[src/design/bfa_pkg.sv]
// shared types, constants and helper function of the bitmap frame allocator
`default_nettype none

package bfa_pkg;

  // parameter defaults
  localparam int unsigned FramesDef    = 32768;
  localparam int unsigned PageShiftDef = 12;

  // register reset values
  localparam logic [31:0] BaseAddressRst = 32'h0010_0000;
  localparam logic [15:0] FrameCountRst  = 16'd32768;

  // request codes
  localparam logic OP_ALLOC = 1'b0;
  localparam logic OP_FREE  = 1'b1;

  // register indexes
  localparam logic REG_BASE_ADDRESS = 1'b0;
  localparam logic REG_FRAME_COUNT  = 1'b1;

  typedef enum logic [1:0] {
    ST_OK          = 2'd0,
    ST_OOM         = 2'd1,
    ST_DOUBLE_FREE = 2'd2,
    ST_INVALID     = 2'd3
  } status_e;

  typedef enum logic [2:0] {
    S_IDLE,
    S_FREE_IDX,
    S_FREE_CHK,
    S_SCAN,
    S_HIT
  } state_e;

  typedef struct packed {
    logic [31:0] base_address;
    logic [15:0] frame_count;
  } cfg_t;

  // controller to datapath
  typedef struct packed {
    logic    load_free;
    logic    scan_start;
    logic    scan_rd;
    logic    free_rd;
    logic    free_commit;
    logic    alloc_commit;
    logic    fin;
    status_e fin_status;
  } cmd_t;

  // datapath to controller
  typedef struct packed {
    logic free_in_range;
    logic free_bit_set;
    logic word_ready;
    logic word_has_free;
    logic word_past_lim;
    logic word_last;
    logic hit_in_range;
  } stat_t;

  // position of the lowest clear bit, zero when none
  function automatic logic [4:0] first_zero(input logic [31:0] word);
    logic [4:0] pos;
    pos = 5'd0;
    for (int i = 31; i >= 0; i--) begin
      if (!word[i]) pos = 5'(i);
    end
    return pos;
  endfunction

endpackage

`default_nettype wire

[src/design/bfa_regs.sv]
// apb configuration registers of the frame allocator
`default_nettype none

module bfa_regs (
  input  wire logic          clk_i,
  input  wire logic          rst_ni,
  input  wire logic          psel,
  input  wire logic          penable,
  input  wire logic          pwrite,
  input  wire logic [2:0]    paddr,
  input  wire logic [31:0]   pwdata,
  output logic      [31:0]   prdata,
  output logic               pready,
  output bfa_pkg::cfg_t      cfg_o
);

  logic [31:0] base_address_q;
  logic [15:0] frame_count_q;
  logic        wr_en;

  assign pready = 1'b1;
  assign wr_en  = psel && penable && pwrite && pready;

  always_ff @(posedge clk_i or negedge rst_ni) begin
    if (!rst_ni) begin
      base_address_q <= bfa_pkg::BaseAddressRst;
      frame_count_q  <= bfa_pkg::FrameCountRst;
    end else if (wr_en) begin
      unique case (paddr[2])
        bfa_pkg::REG_BASE_ADDRESS: base_address_q <= pwdata;
        bfa_pkg::REG_FRAME_COUNT:  frame_count_q  <= pwdata[15:0];
        default: ;
      endcase
    end
  end

  always_comb begin
    unique case (paddr[2])
      bfa_pkg::REG_BASE_ADDRESS: prdata = base_address_q;
      bfa_pkg::REG_FRAME_COUNT:  prdata = {16'd0, frame_count_q};
      default:                   prdata = 32'd0;
    endcase
  end

  assign cfg_o.base_address = base_address_q;
  assign cfg_o.frame_count  = frame_count_q;

endmodule

`default_nettype wire

[config.mk]
export PLATFORM = sky130hd
export DESIGN_NAME = bfa_regs
export DESIGN_NICKNAME = d
export VERILOG_FILES = /design/src/design/bfa_pkg.sv /design/src/design/bfa_regs.sv
export SDC_FILE = /design/constraint.sdc
export NUM_CORES = 1
export LEC_CHECK = 0
export BUFFER_PORTS_ARGS = -buffer_cell sky130_fd_sc_hd__buf_2
export CAP_MARGIN = 20
export CORE_MARGIN = 2
export CORE_UTILIZATION = 45
export DETAILED_ROUTE_END_ITERATION = 16
export GPL_TIMING_DRIVEN = 0
export PLACE_DENSITY = 0.8
export RECOVER_POWER = 25
export SLEW_MARGIN = 20
export SYNTH_ARGS = -nofsm -noshare
export SYNTH_HDL_FRONTEND = slang
export SYNTH_SLANG_ARGS = --single-unit
[constraint.sdc]
create_clock -name clk_i -period 1.4 [get_ports clk_i]
set_clock_uncertainty 0.05 [all_clocks]
set_input_delay 0.07 -clock clk_i [delete_from_list [all_inputs] [get_ports clk_i]]
set_output_delay 0.07 -clock clk_i [all_outputs]
set_load 0.1 [all_outputs]
Word level (Yosys, flattened, before mapping)

Cells that the tools add are included.

Register bits: 48
Output and inout port bits: 81
Logic and storage cells: 8
Input bits: 40

Multiplexer cells: 1
Reductions and logical operators: 4
Bitwise logic cells: 1

Operators by type and width:

| cell                             | count |
|---|---|
| case mux 32 bit (2 select lines) | 1 |
| AND reduction 2 bit              | 2 |
| logical AND 1 bit                | 2 |
| NOT 1 bit                        | 1 |

Longest topological paths before layout

Depth after elaboration: 3
Gate-level depth with buffers: 4
Depth with buffers taken out: 2

Worst setup path after synthesis

OpenSTA, ideal clock, no wires.

Path type: flip-flop to output port
Start: register base_address_q[16]
End: output prdata[16]
Path slack: -1.082 ns
Path buffers: 0
Stages on the path, launching flop included: 2
Required time: 1.280 ns
Data arrival time: 2.362 ns
Cells stage by stage: dfrtp_1 > nor2b_1

Cells in the longest elaborated chain, start to end: 1

Ends and longest elaborated chain:

| item                             | RTL line       | RTL |
|---|---|---|
| from (decl)                      | bfa_regs.sv:17 | `logic [31:0] base_address_q;` |
| from (signal assigned)           | bfa_regs.sv:26 | `base_address_q <= bfa_pkg::BaseAddressRst;` |
| from (signal assigned)           | bfa_regs.sv:30 | `bfa_pkg::REG_BASE_ADDRESS: base_address_q <= pwdata;` |
| case mux 32 bit (2 select lines) | bfa_regs.sv:38 | `unique case (paddr[2])` |
| to (decl)                        | bfa_regs.sv:12 | `output logic [31:0] prdata,` |

No other way between the ends.

Final worst setup path

Start: register base_address_q[20]
End: output prdata[20]

The elaborated chain is that of the path after synthesis.

==> metrics <==
WHS Path Cells 3; total number of vias 1716; Ports 121; root buffer cell clkbuf_8; Slew HR 57.2%; DR iter-0 viols 30; synthesized area 0.00226 mm2; WL per Instance 16.7 um; antenna violations before repair 0; layout cell share with drive strength beyond 1 81.8%; register area 0.00130 mm2; routed wl met2 3060 um; Pwr Total 0.00827 W; largest net degree at the start of global routing 49; Worst-path clk slew 0.09 ns; detailed placement HPWL 3720 um; met3 WL 376 um; CP peak stage delay 0.63 ns; vias in the first global route 1834; first-pass GRT wire length 8940 um; power per cell area 2250 mW/mm2; insertion delay to the later sink of the worst-skew pair 0.30 ns; Gate Count Post-Synth 140; Final Critical Period 1.41 ns; Post-CTS Setup Bufs 0; Setup Crit Path Kind flop to output port; clock sink total 48; Worst Tran Pin Value 0.643 ns; CP cell instances nor2b_4, buf_12; Required @ worst endpoint 1.28 ns; outcome finished, violations left; Hold Path End frame_count_q[1]$_DFFE_PN0P_; post-synthesis sequential area ratio 53.2%; Die H 74.9 um; Max VDD drop 1640 uV; Setup WS post-layout -0.00578 ns; crit path max fanout 3; Multi-input gate area 0.00107 mm2; hold_sp paddr[2]; unrepaired setup endpoints after global routing yes; Layout Nets 336; count of non-filler cells in the finished layout 364; grt ovf 0; max_cap viols 0; failing checks setup timing; Final Util 76.6%; total die area 0.00561 mm2; setup violators final 1; first drt pass iteration count 3; FF-to-FF Start base_address_q[21]$_DFFE_PN0P_; FMAX 711 MHz; Worst Reg-to-Reg Cells 1; crit share post-route 100%; commonest non-fill, non-tap cell in the layout buf_2; gpl congestion 0.707; final hold vios 0; number of placement rows 25; Total Routing Usage GR 21.3%; CORE AREA 0.00479 mm2; DRC Markers 0; Unique masters post-synth 12; Finished Cell Area 0.00367 mm2; M1 WL 2600 um; synth warn 0; TritonCTS Buffers 5; reg-to-reg slack, setup 0.48 ns; initial core utilization 47.3%; Via density 4.71; Leakage 1.76 nW; n_diodes 0; final number of max-transition violations 0; CTS tree done; Avg Synthesized Cell Area 16.2 um2; wirelength, routed 6080 um; dpl cell area 0.00315 mm2; Cells after DPL 323; Worst setup EP type output port; Syn Nets 180; Worst R2R End base_address_q[21]$_DFFE_PN0P_; crit path from base_address_q[20]$_DFFE_PN1P_; CP Launch Type flop; Worst Path Arrival 1.29 ns; most frequent cells in the layout buf_2, mux2_2, dlygate4sd3_1; worst-case clock buffer depth 2; Yosys reg bits 48; die width 74.9 um; slowest CP cell dfstp_4; Port Buffers 116; post-route antenna net violation count 0; CTS H-tree depth 2; top routing layer used met4; Hold Crit Class input pin to flop; filler instances 289; Area growth syn-to-layout 62.0%
-- area by class of cell --
cell class                 instances  area share [%]
timing repair buffer             149            27.6
clock buffer                       6            2.25
tap                               67            2.29
clock inverter                     2            1.06
buffer                             9            2.15
multi-input combinational         83            29.1
sequential                        48            35.6
-- per-layer routing --
layer	up-vias	track usage (%)
met1	835	26.4
met5	-	0
met3	5	4.28
met4	0	5.95
met2	81	37.7
li1	795	-
-- sequential cells by signal, indices dropped and copies added (netlist names) --
| register | flops |
|---|---|
| base_address_q | 32 |
| frame_count_q | 16 |
-- cells by family after synthesis --
family	Yosys count	synth area share (%)
multiplexers	64	36.8
buffers and inverters	9	3.43
other	1	0.166
AND/OR/NAND/NOR	18	6.41
flip-flops	48	53.2
-- how the worst max path moves through the flow --
stage / to / slack, ns / cells after the start
6_report: prdata[20] / -0.006 / 2
2_1_floorplan: prdata[20] / -0.08 / 1
5_1_grt: prdata[20] / -0.04 / 2
3_5_place_dp: prdata[27] / -0.16 / 4
4_1_cts: prdata[18] / 0.0004 / 2
3_3_place_gp: prdata[22] / -0.12 / 4
-- critical path, delay by kind of cell, from the launching register on --
family	cells	cell delay (ns)
buf+inv	1	0.19
flops	1	0.63
simple gates	1	0.17
-- power breakdown --
| part | switching [W] | internal, W |
|---|---|---|
| logic | 0.00410 | 0.00106 |
| registers | 0.000252 | 0.00181 |
| clock network | 0.000464 | 0.000584 |
| total | 0.00482 | 0.00345 |
-- what timing repair did --
action / in CTS / in global routing
endpoints found under the hold margin: 94 / 46
hold buffers: 32 / 1
gates resized for setup: 29 / 16
setup endpoints to repair: 26 / 13
-- synth_stat cells --
cell type / n / area share, %
mux2_4: 30 / 20
buf_4: 1 / 0.33
nand4b_4: 1 / 1.1
mux2_2: 34 / 17
dfrtp_1: 46 / 51
buf_2: 2 / 0.44
nand4_4: 1 / 0.94
dfstp_2: 2 / 2.3
buf_6: 5 / 2.5
conb_1: 1 / 0.17
clkbuf_1: 1 / 0.17
nor2b_1: 16 / 4.4
-- stage by stage --
stage               hold WS [ns]  setup TNS [ns]  setup slack, ns
floorplan                 -0.276          -0.100          -0.0840
global placement           0.253           -1.19           -0.124
detailed placement         0.254           -1.50           -0.156
CTS                      -0.0647               0         0.000406
global route               0.153         -0.0403          -0.0403
finish                     0.148        -0.00578         -0.00578
(Power assumes the default switching activity.)
