==> config.mk <==
export PLATFORM = sky130hd
export DESIGN_NAME = bfa_ctrl
export DESIGN_NICKNAME = d
export VERILOG_FILES = /design/src/design/bfa_pkg.sv /design/src/design/bfa_ctrl.sv
export SDC_FILE = /design/constraint.sdc
export NUM_CORES = 1
export LEC_CHECK = 0
export ABC_AREA = 1
export BUFFER_PORTS_ARGS = -buffer_cell sky130_fd_sc_hd__buf_2
export CELL_PAD_IN_SITES_DETAIL_PLACEMENT = 1
export CELL_PAD_IN_SITES_GLOBAL_PLACEMENT = 1
export CORE_AREA = 2 2 39 41
export CTS_BUF_LIST = sky130_fd_sc_hd__clkbuf_8
export DETAILED_ROUTE_END_ITERATION = 16
export DIE_AREA = 0 0 41 43
export PLACE_DENSITY_LB_ADDON = 0.1
export RECOVER_POWER = 50
export SLEW_MARGIN = 20
export SYNTH_ARGS = -nofsm -noshare
export SYNTH_HDL_FRONTEND = slang
export SYNTH_SLANG_ARGS = --single-unit
==> constraint.sdc <==
create_clock -name clk_i -period 0.95 [get_ports clk_i]
set_input_delay 0.0475 -clock clk_i [delete_from_list [all_inputs] [get_ports clk_i]]
set_output_delay 0.0475 -clock clk_i [all_outputs]
set_load 0.05 [all_outputs]
==> src/design/bfa_pkg.sv <==
// shared types, constants and helper function of the bitmap frame allocator
`default_nettype none

package bfa_pkg;

  // parameter defaults
  localparam int unsigned FramesDef    = 32768;
  localparam int unsigned PageShiftDef = 12;

  // register reset values
  localparam logic [31:0] BaseAddressRst = 32'h0010_0000;
  localparam logic [15:0] FrameCountRst  = 16'd32768;

  // request codes
  localparam logic OP_ALLOC = 1'b0;
  localparam logic OP_FREE  = 1'b1;

  // register indexes
  localparam logic REG_BASE_ADDRESS = 1'b0;
  localparam logic REG_FRAME_COUNT  = 1'b1;

  typedef enum logic [1:0] {
    ST_OK          = 2'd0,
    ST_OOM         = 2'd1,
    ST_DOUBLE_FREE = 2'd2,
    ST_INVALID     = 2'd3
  } status_e;

  typedef enum logic [2:0] {
    S_IDLE,
    S_FREE_IDX,
    S_FREE_CHK,
    S_SCAN,
    S_HIT
  } state_e;

  typedef struct packed {
    logic [31:0] base_address;
    logic [15:0] frame_count;
  } cfg_t;

  // controller to datapath
  typedef struct packed {
    logic    load_free;
    logic    scan_start;
    logic    scan_rd;
    logic    free_rd;
    logic    free_commit;
    logic    alloc_commit;
    logic    fin;
    status_e fin_status;
  } cmd_t;

  // datapath to controller
  typedef struct packed {
    logic free_in_range;
    logic free_bit_set;
    logic word_ready;
    logic word_has_free;
    logic word_past_lim;
    logic word_last;
    logic hit_in_range;
  } stat_t;

  // position of the lowest clear bit, zero when none
  function automatic logic [4:0] first_zero(input logic [31:0] word);
    logic [4:0] pos;
    pos = 5'd0;
    for (int i = 31; i >= 0; i--) begin
      if (!word[i]) pos = 5'(i);
    end
    return pos;
  endfunction

endpackage

`default_nettype wire

==> src/design/bfa_ctrl.sv <==
// request sequencer of the frame allocator
`default_nettype none

module bfa_ctrl (
  input  wire logic           clk_i,
  input  wire logic           rst_ni,
  input  wire logic           start,
  input  wire logic           operation_i,
  input  wire bfa_pkg::stat_t stat_i,
  output logic                busy,
  output bfa_pkg::cmd_t       cmd_o
);

  bfa_pkg::state_e state_q, state_d;

  always_ff @(posedge clk_i or negedge rst_ni) begin
    if (!rst_ni) begin
      state_q <= bfa_pkg::S_IDLE;
    end else begin
      state_q <= state_d;
    end
  end

  always_comb begin
    state_d = state_q;
    cmd_o   = '0;
    cmd_o.fin_status = bfa_pkg::ST_OK;
    busy    = 1'b1;
    unique case (state_q)
      bfa_pkg::S_IDLE: begin
        busy = 1'b0;
        if (start) begin
          if (operation_i == bfa_pkg::OP_FREE) begin
            cmd_o.load_free = 1'b1;
            state_d = bfa_pkg::S_FREE_IDX;
          end else begin
            cmd_o.scan_start = 1'b1;
            state_d = bfa_pkg::S_SCAN;
          end
        end
      end
      bfa_pkg::S_FREE_IDX: begin
        if (stat_i.free_in_range) begin
          cmd_o.free_rd = 1'b1;
          state_d = bfa_pkg::S_FREE_CHK;
        end else begin
          cmd_o.fin = 1'b1;
          cmd_o.fin_status = bfa_pkg::ST_INVALID;
          state_d = bfa_pkg::S_IDLE;
        end
      end
      bfa_pkg::S_FREE_CHK: begin
        cmd_o.fin = 1'b1;
        if (stat_i.free_bit_set) begin
          cmd_o.free_commit = 1'b1;
          cmd_o.fin_status = bfa_pkg::ST_OK;
        end else begin
          cmd_o.fin_status = bfa_pkg::ST_DOUBLE_FREE;
        end
        state_d = bfa_pkg::S_IDLE;
      end
      bfa_pkg::S_SCAN: begin
        if (stat_i.word_ready && stat_i.word_past_lim) begin
          cmd_o.fin = 1'b1;
          cmd_o.fin_status = bfa_pkg::ST_OOM;
          state_d = bfa_pkg::S_IDLE;
        end else if (stat_i.word_ready && stat_i.word_has_free) begin
          state_d = bfa_pkg::S_HIT;
        end else if (stat_i.word_ready && stat_i.word_last) begin
          cmd_o.fin = 1'b1;
          cmd_o.fin_status = bfa_pkg::ST_OOM;
          state_d = bfa_pkg::S_IDLE;
        end else begin
          cmd_o.scan_rd = 1'b1;
        end
      end
      bfa_pkg::S_HIT: begin
        cmd_o.fin = 1'b1;
        if (stat_i.hit_in_range) begin
          cmd_o.alloc_commit = 1'b1;
          cmd_o.fin_status = bfa_pkg::ST_OK;
        end else begin
          cmd_o.fin_status = bfa_pkg::ST_OOM;
        end
        state_d = bfa_pkg::S_IDLE;
      end
      default: state_d = bfa_pkg::S_IDLE;
    endcase
  end

endmodule

`default_nettype wire

# [Word-level counts from Yosys, hierarchy flattened]
# Cells that the tools add are included.
[totals] elab_cells=41 input_bits=11 regBits=3
[classes] reduce_logical=5 muxes=29 eq_ne=6
[ops] cell="two-way mux 3 bit" n=8
[ops] cell="two-way mux 1 bit" n=14
[ops] cell="case mux 3 bit (4 select lines)" n=1
[ops] cell="two-way mux 2 bit" n=5
[ops] cell="case mux 3 bit (3 select lines)" n=1
[ops] cell="equality test 3 x 2 -> 1 bit (second input constant)" n=2
[ops] cell="!= test 4 bit (second input constant)" n=1
[ops] cell="equality test 3 x 1 -> 1 bit (second input constant)" n=1
[ops] cell="equality test 3 bit (second input constant)" n=1
[ops] cell="logical AND 1 bit" n=3
[ops] cell="zero test 3 bit" n=1
[ops] cell="!= test 2 bit (second input constant)" n=1
[ops] cell="AND reduction 2 bit" n=1

# [Logic depth before layout (Yosys ltp)]
# Gate-level depths: netlist (run 1).
[depth] depth_word=5 mapped_depth=5 ltp_nobuf=5

# [Worst setup path after synthesis (run 1)]
# OpenSTA, ideal clock, no wires.
[synth_path] path_kind="reg2out" from="register state_q[2]" to="output port cmd_o[8] in the netlist's numbering" arrival_time_ps=2068 stages_incl_launch_ff=4 n_path_buf=0 path_slack_ps=-1165 required_ps=902 cell_sequence="dfrtp_1 > inv_1 > nand2_1 > nor3_1"
[synth_lines] item="start: declaration" line="bfa_ctrl.sv:14" source="bfa_pkg::state_e state_q, state_d;"
[synth_lines] item="start signal: assignment" line="bfa_ctrl.sv:18" source="state_q <= bfa_pkg::S_IDLE;"
[synth_lines] item="start signal: assignment" line="bfa_ctrl.sv:20" source="state_q <= state_d;"
[synth_lines] item="end: declaration" line="bfa_ctrl.sv:11" source="output bfa_pkg::cmd_t cmd_o"

==> results of run 1 <==
==> final timing paths <==
kind,cells past startpoint,slack [ns],to
min,2,0.08,state_q[2]
max,5,-0.39,cmd_o[0]
min reg2reg,3,0.72,state_q[2]
max in group asynchronous,2,0.60,state_q[0]
max reg2reg,6,-0.25,state_q[0]
min in group asynchronous,2,0.17,state_q[0]
==> stage by stage <==
| stage | std cells | setup TNS, ns | util, % | hold slack, ns |
|---|---|---|---|---|
| 2_1_floorplan | 42 | -2.05 | - | -0.248 |
| 5_1_grt | 99 | -4.50 | 58.0 | 0.0821 |
| 3_5_place_dp | 85 | -2.33 | 37.8 | -0.153 |
| 3_3_place_gp | 85 | -2.24 | 37.8 | -0.153 |
| 4_1_cts | 93 | -3.84 | 49.7 | 0.0512 |
| 6_report | 99 | -3.77 | 58.0 | 0.0771 |
==> area by class of cell <==
type	count	area (µm²)	area share (%)
Clock buffer	3	41.3	5.15
Clock inverter	1	3.75	0.468
Inverter	9	37.5	4.68
Multi-Input combinational cell	30	283	35.3
Sequential cell	3	76.3	9.52
Tap cell	16	20.0	2.50
Timing Repair Buffer	37	340	42.4
==> logic make-up after synthesis <==
logic type,after synthesis,synth area share (%)
AOI/OAI and AO/OA,5,15.3
DFF,3,25.5
buffers and inverters,9,11.5
and+or+nand+nor,25,47.7
==> synthesized netlist by cell type (all sizes together) <==
library cell	n	area, µm²
nand3	4	37.5
nand2	10	40.0
nor3	1	5.00
nand4	3	18.8
nor4	1	6.26
dfrtp	3	75.1
a21boi	1	11.3
inv	9	33.8
o21ai	3	26.3
nor2	6	32.5
o211ai	1	7.51
==> power by group <==
group	switching (mW)	total [mW]	internal, mW
clock network	0.0957	0.372	0.276
logic	0.984	1.76	0.771
registers	0.0755	0.250	0.174
==> routing by layer <==
layer,wire length [µm],GRT usage (%),part of all wire (%),up-vias
met5,0,0,0,-
met4,0,8.00,0,0
met3,30,3.14,2.5,0
met2,663,23.8,56,8
met1,487,17.2,41,211
li1,-,-,-,221
==> placed cells by master (no fill, tap or decap) <==
cell	Yosys	final
nand2_1	9	4
nor2_2	1	2
clkbuf_1	0	1
o21ai_4	1	2
buf_6	0	13
nand3_4	1	2
buf_4	0	8
buf_2	0	9
clkbuf_8	0	3
dfrtp_1	3	2
dfrtp_2	0	1
nand2_2	1	5
inv_1	9	6
nor4_4	0	1
nand3_2	1	2
clkinvlp_4	0	1
inv_2	0	3
a21boi_2	1	1
nand4_1	3	3
dlygate4sd3_1	0	1
buf_8	0	5
o211ai_1	1	1
nor2_4	1	4
nor3_4	0	1
o21ai_0	1	1
nand2_4	0	1
==> what timing repair did <==
item,in CTS,in global routing
setup buffers,4,6
endpoints found under the hold margin,3,0
gates resized for setup,28,17
hold buffers,1,0
pin swaps,8,10
setup endpoints to repair,13,13
==> impl_metrics.env, run 1 <==
export IMPL_path_buf_inv=2
export IMPL_area_delta_synth_final_pct=173
export IMPL_insertion_delay_ns=0.22
export IMPL_hold_viol=0
export IMPL_clkTransAtPathRegs_ns=0.03
export IMPL_diodes=0
export IMPL_vias=440
export IMPL_rsz0062_at_grt="yes"
export IMPL_crit_path_end_kind="primary output"
export IMPL_nFillCells=162
export IMPL_netlist_instances=42
export IMPL_finalSetupViolCount=13
export IMPL_status="finished with violations"
export IMPL_ys_warn_count=0
export IMPL_io_buffers=20
export IMPL_cp_required_ns=0.90
export IMPL_crit_arrival_ns=1.29
export IMPL_min_period_over_period_pct=141
export IMPL_place_area_um2=523
export IMPL_grt_max_degree=6
export IMPL_worstHoldStart="stat_i[2]"
export IMPL_grt_pass1_wl_um=1760
export IMPL_ant_nets=0
export IMPL_initial_utilization_pct=21.2
export IMPL_gp_congestion=0.580
export IMPL_max_stage_delay_ns=0.41
export IMPL_tritoncts="done"
export IMPL_setup_ws_ns=-0.387
export IMPL_timing_fmax_mhz=748
export IMPL_antenna_found_initial=0
export IMPL_violations="negative setup slack"
export IMPL_leakagePower_nw=0.379
export IMPL_startpoint_type="flip-flop"
export IMPL_avgViaCountPerCell=4.44
export IMPL_grt_usage_pct=14.8
export IMPL_core_area_um2=1380
export IMPL_place_ws_ns=-0.254
export IMPL_reg_top3="state_q: 3 flops"
export IMPL_top_register="state_q"
export IMPL_htree_levels=1
export IMPL_die_h_um=43
export IMPL_cp_slowest_cell="dfrtp_1"
export IMPL_drc=0
export IMPL_relSlewSlack_pct=83.9
export IMPL_first_pass_iters=2
export IMPL_dp_hpwl_um=755
export IMPL_synth_cell_types=18
export IMPL_reg2reg_from="state_q[2]"
export IMPL_drv_slew=0
export IMPL_crit_path_max_fanout=3
export IMPL_cp_top_family="flip-flops"
export IMPL_powerDensity_nw_per_um2=2960
export IMPL_pin_count=21
export IMPL_tightest_slew_ns=0.242
export IMPL_drt_iter0_drc=3
export IMPL_avgRoutedWirePerCell_um=11.9
export IMPL_cts_buffer_depth=2
export IMPL_p_total_mw=2.38
export IMPL_first_global_vias=437
export IMPL_row_count=14
export IMPL_totalWireLength_um=1180
export IMPL_largest_reg_flops=3
export IMPL_crit_path_start="state_q[2]"
export IMPL_ys_ff_latch=3
export IMPL_crit_chain="buf_6 -> nor2_4 -> nand2_2 -> o211ai_1 -> buf_4"
export IMPL_cap_violations=0
export IMPL_critPathKind="flip-flop to primary output"
export IMPL_ir_worst_vdd_mv=1.58
export IMPL_cts_root_buf="clkbuf_8"
export IMPL_grt_overflow_total=0
export IMPL_design_area_um2=802
export IMPL_clock_sinks=3
export IMPL_syn_avg_cell_area_um2=7.00
export IMPL_min_period_ns=1.34
export IMPL_min_path_type="input port to flip-flop"
export IMPL_num_nets_final=95
export IMPL_cts_made_buffers=3
export IMPL_die_area_um2=1760
export IMPL_fin_skew_ns=0.00338
export IMPL_drive_gt1_share_pct=77.1
export IMPL_syn_area_um2=294
export IMPL_fp_dieW_um=41
export IMPL_ys_seq_area_share_pct=25.5
export IMPL_synthesis_nets=53
No activity file was read; power rests on OpenSTA's default activity.
==> inputs of run 2 (changes only) <==
--- a/config.mk
+++ b/config.mk
@@ -5,14 +5,12 @@
 export SDC_FILE = /design/constraint.sdc
 export NUM_CORES = 1
 export LEC_CHECK = 0
-export ABC_AREA = 1
 export BUFFER_PORTS_ARGS = -buffer_cell sky130_fd_sc_hd__buf_2
 export CELL_PAD_IN_SITES_DETAIL_PLACEMENT = 1
 export CELL_PAD_IN_SITES_GLOBAL_PLACEMENT = 1
-export CORE_AREA = 2 2 39 41
+export CORE_UTILIZATION = 25
 export CTS_BUF_LIST = sky130_fd_sc_hd__clkbuf_8
 export DETAILED_ROUTE_END_ITERATION = 16
-export DIE_AREA = 0 0 41 43
 export PLACE_DENSITY_LB_ADDON = 0.1
 export RECOVER_POWER = 50
 export SLEW_MARGIN = 20
==> impl_metrics.env, run 2 <==
export IMPL_clock_sinks=3
export IMPL_error_line="[ERROR DPL-0033] detailed placement checks failed during check placement."
export IMPL_antenna_found_initial=0
export IMPL_cts_buffer_depth=2
export IMPL_cts_made_buffers=3
export IMPL_status="aborted with a tool error"
export IMPL_ys_ff_latch=3
export IMPL_dp_hpwl_um=1060
export IMPL_grt_max_degree=7
export IMPL_syn_area_um2=328
export IMPL_place_ws_ns=-0.455
export IMPL_ys_warn_count=0
export IMPL_syn_avg_cell_area_um2=8.20
export IMPL_synth_edf_count=0
export IMPL_fp_dieW_um=38.2
export IMPL_pin_count=21
export IMPL_synth_area_top_cells="dfrtp_1 (23%), nor4b_2 (9.2%), nor2_1 (8.0%), buf_6 (6.9%), o32ai_2 (5.0%)"
export IMPL_ys_seq_area_share_pct=22.9
export IMPL_async_reset_ff_share_pct=100
export IMPL_row_count=12
export IMPL_grt_worst_setup_endpoint="cmd_o[1]"
export IMPL_netlist_instances=40
export IMPL_cts_root_buf="clkbuf_8"
export IMPL_io_buffers=20
export IMPL_synth_cell_types=22
export IMPL_yosysMostFrequentCell="nor2_1"
export IMPL_htree_levels=1
export IMPL_die_h_um=38.2
export IMPL_lastStage="5_1_grt"
export IMPL_worst_ep_kind="top-level output"
export IMPL_netlist_area_leader_share_pct=22.9
export IMPL_initial_utilization_pct=28.4
export IMPL_gp_congestion=0.762
export IMPL_synthesis_nets=51
export IMPL_yosys_top_cells_count="nor2_1 (7), nand2_1 (4), a21oi_1 (3), dfrtp_1 (3)"
export IMPL_yosysTopAreaCell="dfrtp_1"
export IMPL_synth_flop_cell="dfrtp_1"
-- run 2: cell count changes after synthesis, moves of 2 or more --
cell,delta
nor3b_1,+2
o31ai_1,+2
a21oi_1,+3
nand4_1,-3
buf_6,+2
nor2_1,+3
nand2_1,-5
inv_1,-8
nand3_1,-2
nor4b_2,+2
-- run 2: metrics by stage --
stage | TNS (ns) | instances | cell area (µm²)
after CTS | -5.27 | 97 | 860
after detailed placement | -4.10 | 91 | 656
after global placement | -3.48 | 91 | 656
after floorplan | -2.55 | 40 | 422
-- run 2: what timing repair did --
item / in CTS
setup endpoints to repair: 13
gates resized for setup: 38
hold buffers: 1
hold endpoints to repair: 3
pin swaps: 7
setup buffers: 3
-- run 2: cells by family after synthesis --
family | synth area share [%]
DFF | 22.9
buffers and inverters | 11.4
and+or+nand+nor | 40.5
AOI/OAI and AO/OA | 25.2
==> inputs of run 3 (changes only) <==
--- a/config.mk
+++ b/config.mk
@@ -6,12 +6,10 @@
 export NUM_CORES = 1
 export LEC_CHECK = 0
 export BUFFER_PORTS_ARGS = -buffer_cell sky130_fd_sc_hd__buf_2
-export CELL_PAD_IN_SITES_DETAIL_PLACEMENT = 1
-export CELL_PAD_IN_SITES_GLOBAL_PLACEMENT = 1
-export CORE_UTILIZATION = 25
-export CTS_BUF_LIST = sky130_fd_sc_hd__clkbuf_8
+export CORE_AREA = 2 2 63 65
 export DETAILED_ROUTE_END_ITERATION = 16
-export PLACE_DENSITY_LB_ADDON = 0.1
+export DIE_AREA = 0 0 65 67
+export PLACE_DENSITY_LB_ADDON = 0.15
 export RECOVER_POWER = 50
 export SLEW_MARGIN = 20
 export SYNTH_ARGS = -nofsm -noshare
==> constraint.sdc (replaced) <==
create_clock -name clk_i -period 1.2 [get_ports clk_i]
set_input_delay 0.06 -clock clk_i [delete_from_list [all_inputs] [get_ports clk_i]]
set_output_delay 0.06 -clock clk_i [all_outputs]
set_load 0.05 [all_outputs]
==> impl_metrics.env, run 3 <==
export IMPL_min_period_over_period_pct=121
export IMPL_timing_fmax_mhz=687
export IMPL_synth_cell_types=22
export IMPL_yosysMostFrequentCell="nor2_1"
export IMPL_ir_worst_vdd_mv=0.954
export IMPL_synth_flop_cell="dfrtp_1"
export IMPL_vias=461
export IMPL_drt_iter0_drc=0
export IMPL_die_h_um=67
export IMPL_tns_ns=-2.15
export IMPL_rsz0062_at_grt="yes"
export IMPL_grt_overflow_total=0
export IMPL_tritoncts="done"
export IMPL_final_common_cell="buf_6"
export IMPL_pwr_share_comb_pct=79.5
export IMPL_gp_congestion=0.659
export IMPL_crit_path_end_kind="primary output"
export IMPL_pin_count=21
export IMPL_reg_top3="state_q: 3 flops"
export IMPL_clkTransAtPathRegs_ns=0.03
export IMPL_cts_made_buffers=3
export IMPL_multi_input_area_um2=379
export IMPL_final_cells=131
export IMPL_p_total_mw=2.45
export IMPL_min_path_type="input port to flip-flop"
export IMPL_dp_cells=121
export IMPL_top_register="state_q"
export IMPL_grt_pass1_wl_um=2280
export IMPL_startpoint_type="flip-flop"
export IMPL_drv_slew=0
export IMPL_synth_edf_count=0
export IMPL_die_area_um2=4360
export IMPL_p_switching_mw=1.14
export IMPL_nFillCells=396
export IMPL_cp_required_ns=1.14
export IMPL_setup_ws_ns=-0.256
export IMPL_synth_area_top_cells="dfrtp_1 (23%), nor4b_2 (9.2%), nor2_1 (8.0%), buf_6 (6.9%), o32ai_2 (5.0%)"
export IMPL_largest_reg_flops=3
export IMPL_yosys_top_cells_count="nor2_1 (7), nand2_1 (4), a21oi_1 (3), dfrtp_1 (3)"
export IMPL_place_area_um2=652
export IMPL_num_nets_final=95
export IMPL_ys_ff_latch=3
export IMPL_min_period_ns=1.46
export IMPL_fp_dieW_um=65
export IMPL_grt_max_degree=8
export IMPL_critPathKind="flip-flop to primary output"
export IMPL_clock_sinks=3
export IMPL_dp_hpwl_um=1000
export IMPL_crit_arrival_ns=1.40
export IMPL_diodes=0
export IMPL_internal_power_mw=1.31
export IMPL_insertion_delay_ns=0.22
export IMPL_place_ws_ns=-0.231
export IMPL_antenna_found_initial=0
export IMPL_synthesis_nets=51
export IMPL_cts_root_buf="clkbuf_8"
export IMPL_utilization_pct=26.5
export IMPL_ys_warn_count=0
export IMPL_hold_ws_ns=0.0451
export IMPL_sw_frac_of_total_pct=46.5
export IMPL_max_stage_delay_ns=0.44
export IMPL_status="finished with violations"
export IMPL_seqPwrFrac_pct=8.4
export IMPL_cp_slowest_cell="dfrtp_2"
export IMPL_htree_levels=1
export IMPL_avgRoutedWirePerCell_um=10.5
export IMPL_finalSetupViolCount=11
export IMPL_leakagePower_nw=0.386
export IMPL_crit_chain="nor3b_4 -> buf_6 -> nor2_4 -> a21oi_4 -> buf_6"
export IMPL_path_buf_inv=2
export IMPL_core_area_um2=3610
export IMPL_totalWireLength_um=1380
export IMPL_async_reset_ff_share_pct=100
export IMPL_powerDensity_nw_per_um2=2560
export IMPL_first_global_vias=491
export IMPL_drc=0
export IMPL_first_pass_iters=1
export IMPL_cp_top_family="flip-flops"
export IMPL_cp_common_cell="buf_6"
export IMPL_tightest_slew_ns=0.482
export IMPL_fin_skew_ns=0.00217
export IMPL_io_buffers=20
export IMPL_row_count=22
export IMPL_violations="negative setup slack"
export IMPL_hold_viol=0
export IMPL_netlist_instances=40
export IMPL_yosysTopAreaCell="dfrtp_1"
export IMPL_design_area_um2=957
export IMPL_area_delta_synth_final_pct=192
export IMPL_cap_violations=0
export IMPL_syn_area_um2=328
export IMPL_grt_usage_pct=7.19
export IMPL_ys_seq_area_share_pct=22.9
export IMPL_netlist_area_leader_share_pct=22.9
export IMPL_drive_gt1_share_pct=84.3
export IMPL_crit_path_max_fanout=3
export IMPL_avgViaCountPerCell=3.52
export IMPL_final_cell_mix="buf_6 (16), buf_4 (11), buf_2 (9), nor2_4 (5)"
export IMPL_relSlewSlack_pct=67.6
export IMPL_cts_buffer_depth=2
export IMPL_initial_utilization_pct=9.09
export IMPL_p_clk_share_pct=12.1
export IMPL_ant_nets=0
export IMPL_register_area_um2=78.8
export IMPL_syn_avg_cell_area_um2=8.20
-- run 3: cell counts after synthesis --
Identical to the previous run, type by type.
-- run 3: worst register-to-register path, stage by stage (launching register included) --
cell and delay [ns]:
dfrtp_2 0.42, buf_12 0.14, buf_6 0.09, nand2b_4 0.08, buf_6 0.13, buf_6 0.11, nor4b_4 0.18
-- run 3: worst paths after layout --
path,depth (start not counted),slack [ns],start,endpoint
worst max-delay path,5,-0.26,state_q[1],cmd_o[2]
worst min-delay path,2,0.05,stat_i[2],state_q[2]
worst max register to register,6,-0.05,state_q[1],state_q[2]
worst min register to register,2,0.65,state_q[1],state_q[1]
max in group asynchronous,2,0.83,rst_ni,state_q[1]
min in group asynchronous,2,0.19,rst_ni,state_q[2]
-- run 3: cell families (layout without fill, tap and decap cells) --
family | after synthesis | after routing | synth area share (%)
AOI/OAI and AO/OA | 11 | 11 | 25.2
buffers and inverters | 5 | 48 | 11.4
DFF | 3 | 3 | 22.9
and+or+nand+nor | 21 | 21 | 40.5
-- run 3: power groups by stage --
stage / sequential (mW) / combinational, mW / clock (mW)
finish: 0.206 / 1.95 / 0.295
global route: 0.210 / 2.06 / 0.321
CTS: 0.217 / 1.66 / 0.303
detailed placement: 0.202 / 1.35 / 0
global placement: 0.200 / 1.36 / 0
floorplan: 0.172 / 0.951 / 0
-- run 3: timing repair --
action	in CTS	in global routing
hold endpoints to repair	3	0
setup endpoints to repair	13	13
pin swaps	8	7
hold buffers	1	0
buffers inserted	4	2
resized for setup	38	18
-- run 3: area by class of cell --
type	instances	area share, %
Clock buffer	4	4.71
Inverter	2	0.784
Multi-Input combinational cell	32	39.6
Sequential cell	3	8.24
Tap cell	48	6.27
Timing Repair Buffer	42	40.4
-- run 3: layer usage --
metal / track usage [%] / vias up / share of wire (%)
li1: - / 230 / -
met1: 7.75 / 215 / 40
met2: 12.2 / 14 / 54
met3: 2.53 / 2 / 5.0
met4: 3.99 / 0 / 1.6
met5: 0 / - / 0
==> inputs of run 4 (changes only) <==
--- a/config.mk
+++ b/config.mk
@@ -9,6 +9,7 @@
 export CORE_AREA = 2 2 63 65
 export DETAILED_ROUTE_END_ITERATION = 16
 export DIE_AREA = 0 0 65 67
+export MAX_ROUTING_LAYER = met4
 export PLACE_DENSITY_LB_ADDON = 0.15
 export RECOVER_POWER = 50
 export SLEW_MARGIN = 20
==> impl_metrics.env, run 4 (same netlist as run 3, synthesis figures left out) <==
export IMPL_cts_made_buffers=3
export IMPL_cts_buffer_depth=2
export IMPL_seqPwrFrac_pct=8.4
export IMPL_drv_slew=0
export IMPL_p_switching_mw=1.14
export IMPL_grt_overflow_total=0
export IMPL_tritoncts="done"
export IMPL_pwr_share_comb_pct=79.5
export IMPL_status="finished with violations"
export IMPL_totalWireLength_um=1380
export IMPL_finalSetupViolCount=11
export IMPL_place_area_um2=652
export IMPL_crit_path_end_kind="primary output"
export IMPL_clock_sinks=3
export IMPL_fin_skew_ns=0.00217
export IMPL_relSlewSlack_pct=67.6
export IMPL_pin_count=21
export IMPL_first_pass_iters=1
export IMPL_fp_dieW_um=65
export IMPL_cp_required_ns=1.14
export IMPL_antenna_found_initial=0
export IMPL_drive_gt1_share_pct=84.3
export IMPL_clkTransAtPathRegs_ns=0.03
export IMPL_reg_top3="state_q: 3 flops"
export IMPL_cp_slowest_cell="dfrtp_2"
export IMPL_hold_viol=0
export IMPL_leakagePower_nw=0.386
export IMPL_rsz0062_at_grt="yes"
export IMPL_internal_power_mw=1.31
export IMPL_powerDensity_nw_per_um2=2560
export IMPL_setup_ws_ns=-0.256
export IMPL_initial_utilization_pct=9.09
export IMPL_min_path_type="input port to flip-flop"
export IMPL_ir_worst_vdd_mv=0.954
export IMPL_min_period_ns=1.46
export IMPL_first_global_vias=491
export IMPL_grt_max_degree=8
export IMPL_p_total_mw=2.45
export IMPL_diodes=0
export IMPL_ant_nets=0
export IMPL_vias=461
export IMPL_final_common_cell="buf_6"
export IMPL_htree_levels=1
export IMPL_cap_violations=0
export IMPL_startpoint_type="flip-flop"
export IMPL_core_area_um2=3610
export IMPL_timing_fmax_mhz=687
export IMPL_crit_chain="nor3b_4 -> buf_6 -> nor2_4 -> a21oi_4 -> buf_6"
export IMPL_drt_iter0_drc=0
export IMPL_path_buf_inv=2
export IMPL_max_stage_delay_ns=0.44
export IMPL_p_clk_share_pct=12.1
export IMPL_io_buffers=20
export IMPL_tightest_slew_ns=0.482
export IMPL_dp_hpwl_um=1000
export IMPL_gp_congestion=0.665
export IMPL_area_delta_synth_final_pct=192
export IMPL_die_area_um2=4360
export IMPL_avgViaCountPerCell=3.52
export IMPL_cts_root_buf="clkbuf_8"
export IMPL_utilization_pct=26.5
export IMPL_row_count=22
export IMPL_num_nets_final=95
export IMPL_grt_usage_pct=7.38
export IMPL_final_cell_mix="buf_6 (16), buf_4 (11), buf_2 (9), nor2_4 (5)"
export IMPL_crit_arrival_ns=1.40
export IMPL_dp_cells=121
export IMPL_cp_top_family="flip-flops"
export IMPL_violations="negative setup slack"
export IMPL_insertion_delay_ns=0.22
export IMPL_avgRoutedWirePerCell_um=10.5
export IMPL_grt_pass1_wl_um=2280
export IMPL_die_h_um=67
export IMPL_place_ws_ns=-0.231
export IMPL_largest_reg_flops=3
export IMPL_critPathKind="flip-flop to primary output"
export IMPL_crit_path_max_fanout=3
export IMPL_drc=0
export IMPL_final_cells=131
export IMPL_cp_common_cell="buf_6"
export IMPL_min_period_over_period_pct=121
export IMPL_sw_frac_of_total_pct=46.5
export IMPL_design_area_um2=957
export IMPL_top_register="state_q"
==> run 4: area by class of cell <==
cell class,count,area (µm²)
fillers,396,2650
clock buffers,4,45.0
inverters,2,7.51
well taps,48,60.1
repair buffers,42,387
multi-input cells,32,379
flip-flops and latches,3,78.8
==> run 4: worst paths after layout <==
path	from	end	slack (ns)	cells past startpoint
setup / recovery	state_q[1]	cmd_o[2]	-0.26	5
hold / removal	stat_i[2]	state_q[2]	0.05	2
setup reg to reg	state_q[1]	state_q[2]	-0.05	6
hold reg to reg	state_q[1]	state_q[1]	0.65	2
max in group asynchronous	rst_ni	state_q[1]	0.83	2
min in group asynchronous	rst_ni	state_q[2]	0.19	2
==> run 4: routing by layer <==
metal	GRT usage [%]	part of all wire, %
met3	2.20	3.9
met1	7.95	41
met5	-	0
met2	12.2	54
met4	3.99	1.6
==> run 4: metrics by stage <==
| stage | hold WS, ns | TNS [ns] |
|---|---|---|
| 6_report | 0.0451 | -2.15 |
| 5_1_grt | 0.0436 | -2.80 |
| 4_1_cts | 0.0442 | -2.32 |
| 3_5_place_dp | -0.137 | -1.04 |
| 3_3_place_gp | -0.132 | -1.08 |
| 2_1_floorplan | -0.236 | -0.384 |
==> run 4: timing repair <==
action                                 4_1_cts  5_1_grt
pin swaps                                    8        7
endpoints found under the hold margin        3        0
resized for setup                           38       18
setup endpoints to repair                   13       13
gates cloned                                 0        0
setup buffers                                4        2
hold buffers                                 1        0
==> run 4: power groups by stage <==
stage / logic (mW) / clock network, mW / registers (mW)
2_1_floorplan: 0.951 / 0 / 0.172
3_3_place_gp: 1.36 / 0 / 0.200
3_5_place_dp: 1.35 / 0 / 0.202
4_1_cts: 1.66 / 0.303 / 0.217
5_1_grt: 2.06 / 0.321 / 0.210
6_report: 1.95 / 0.295 / 0.206
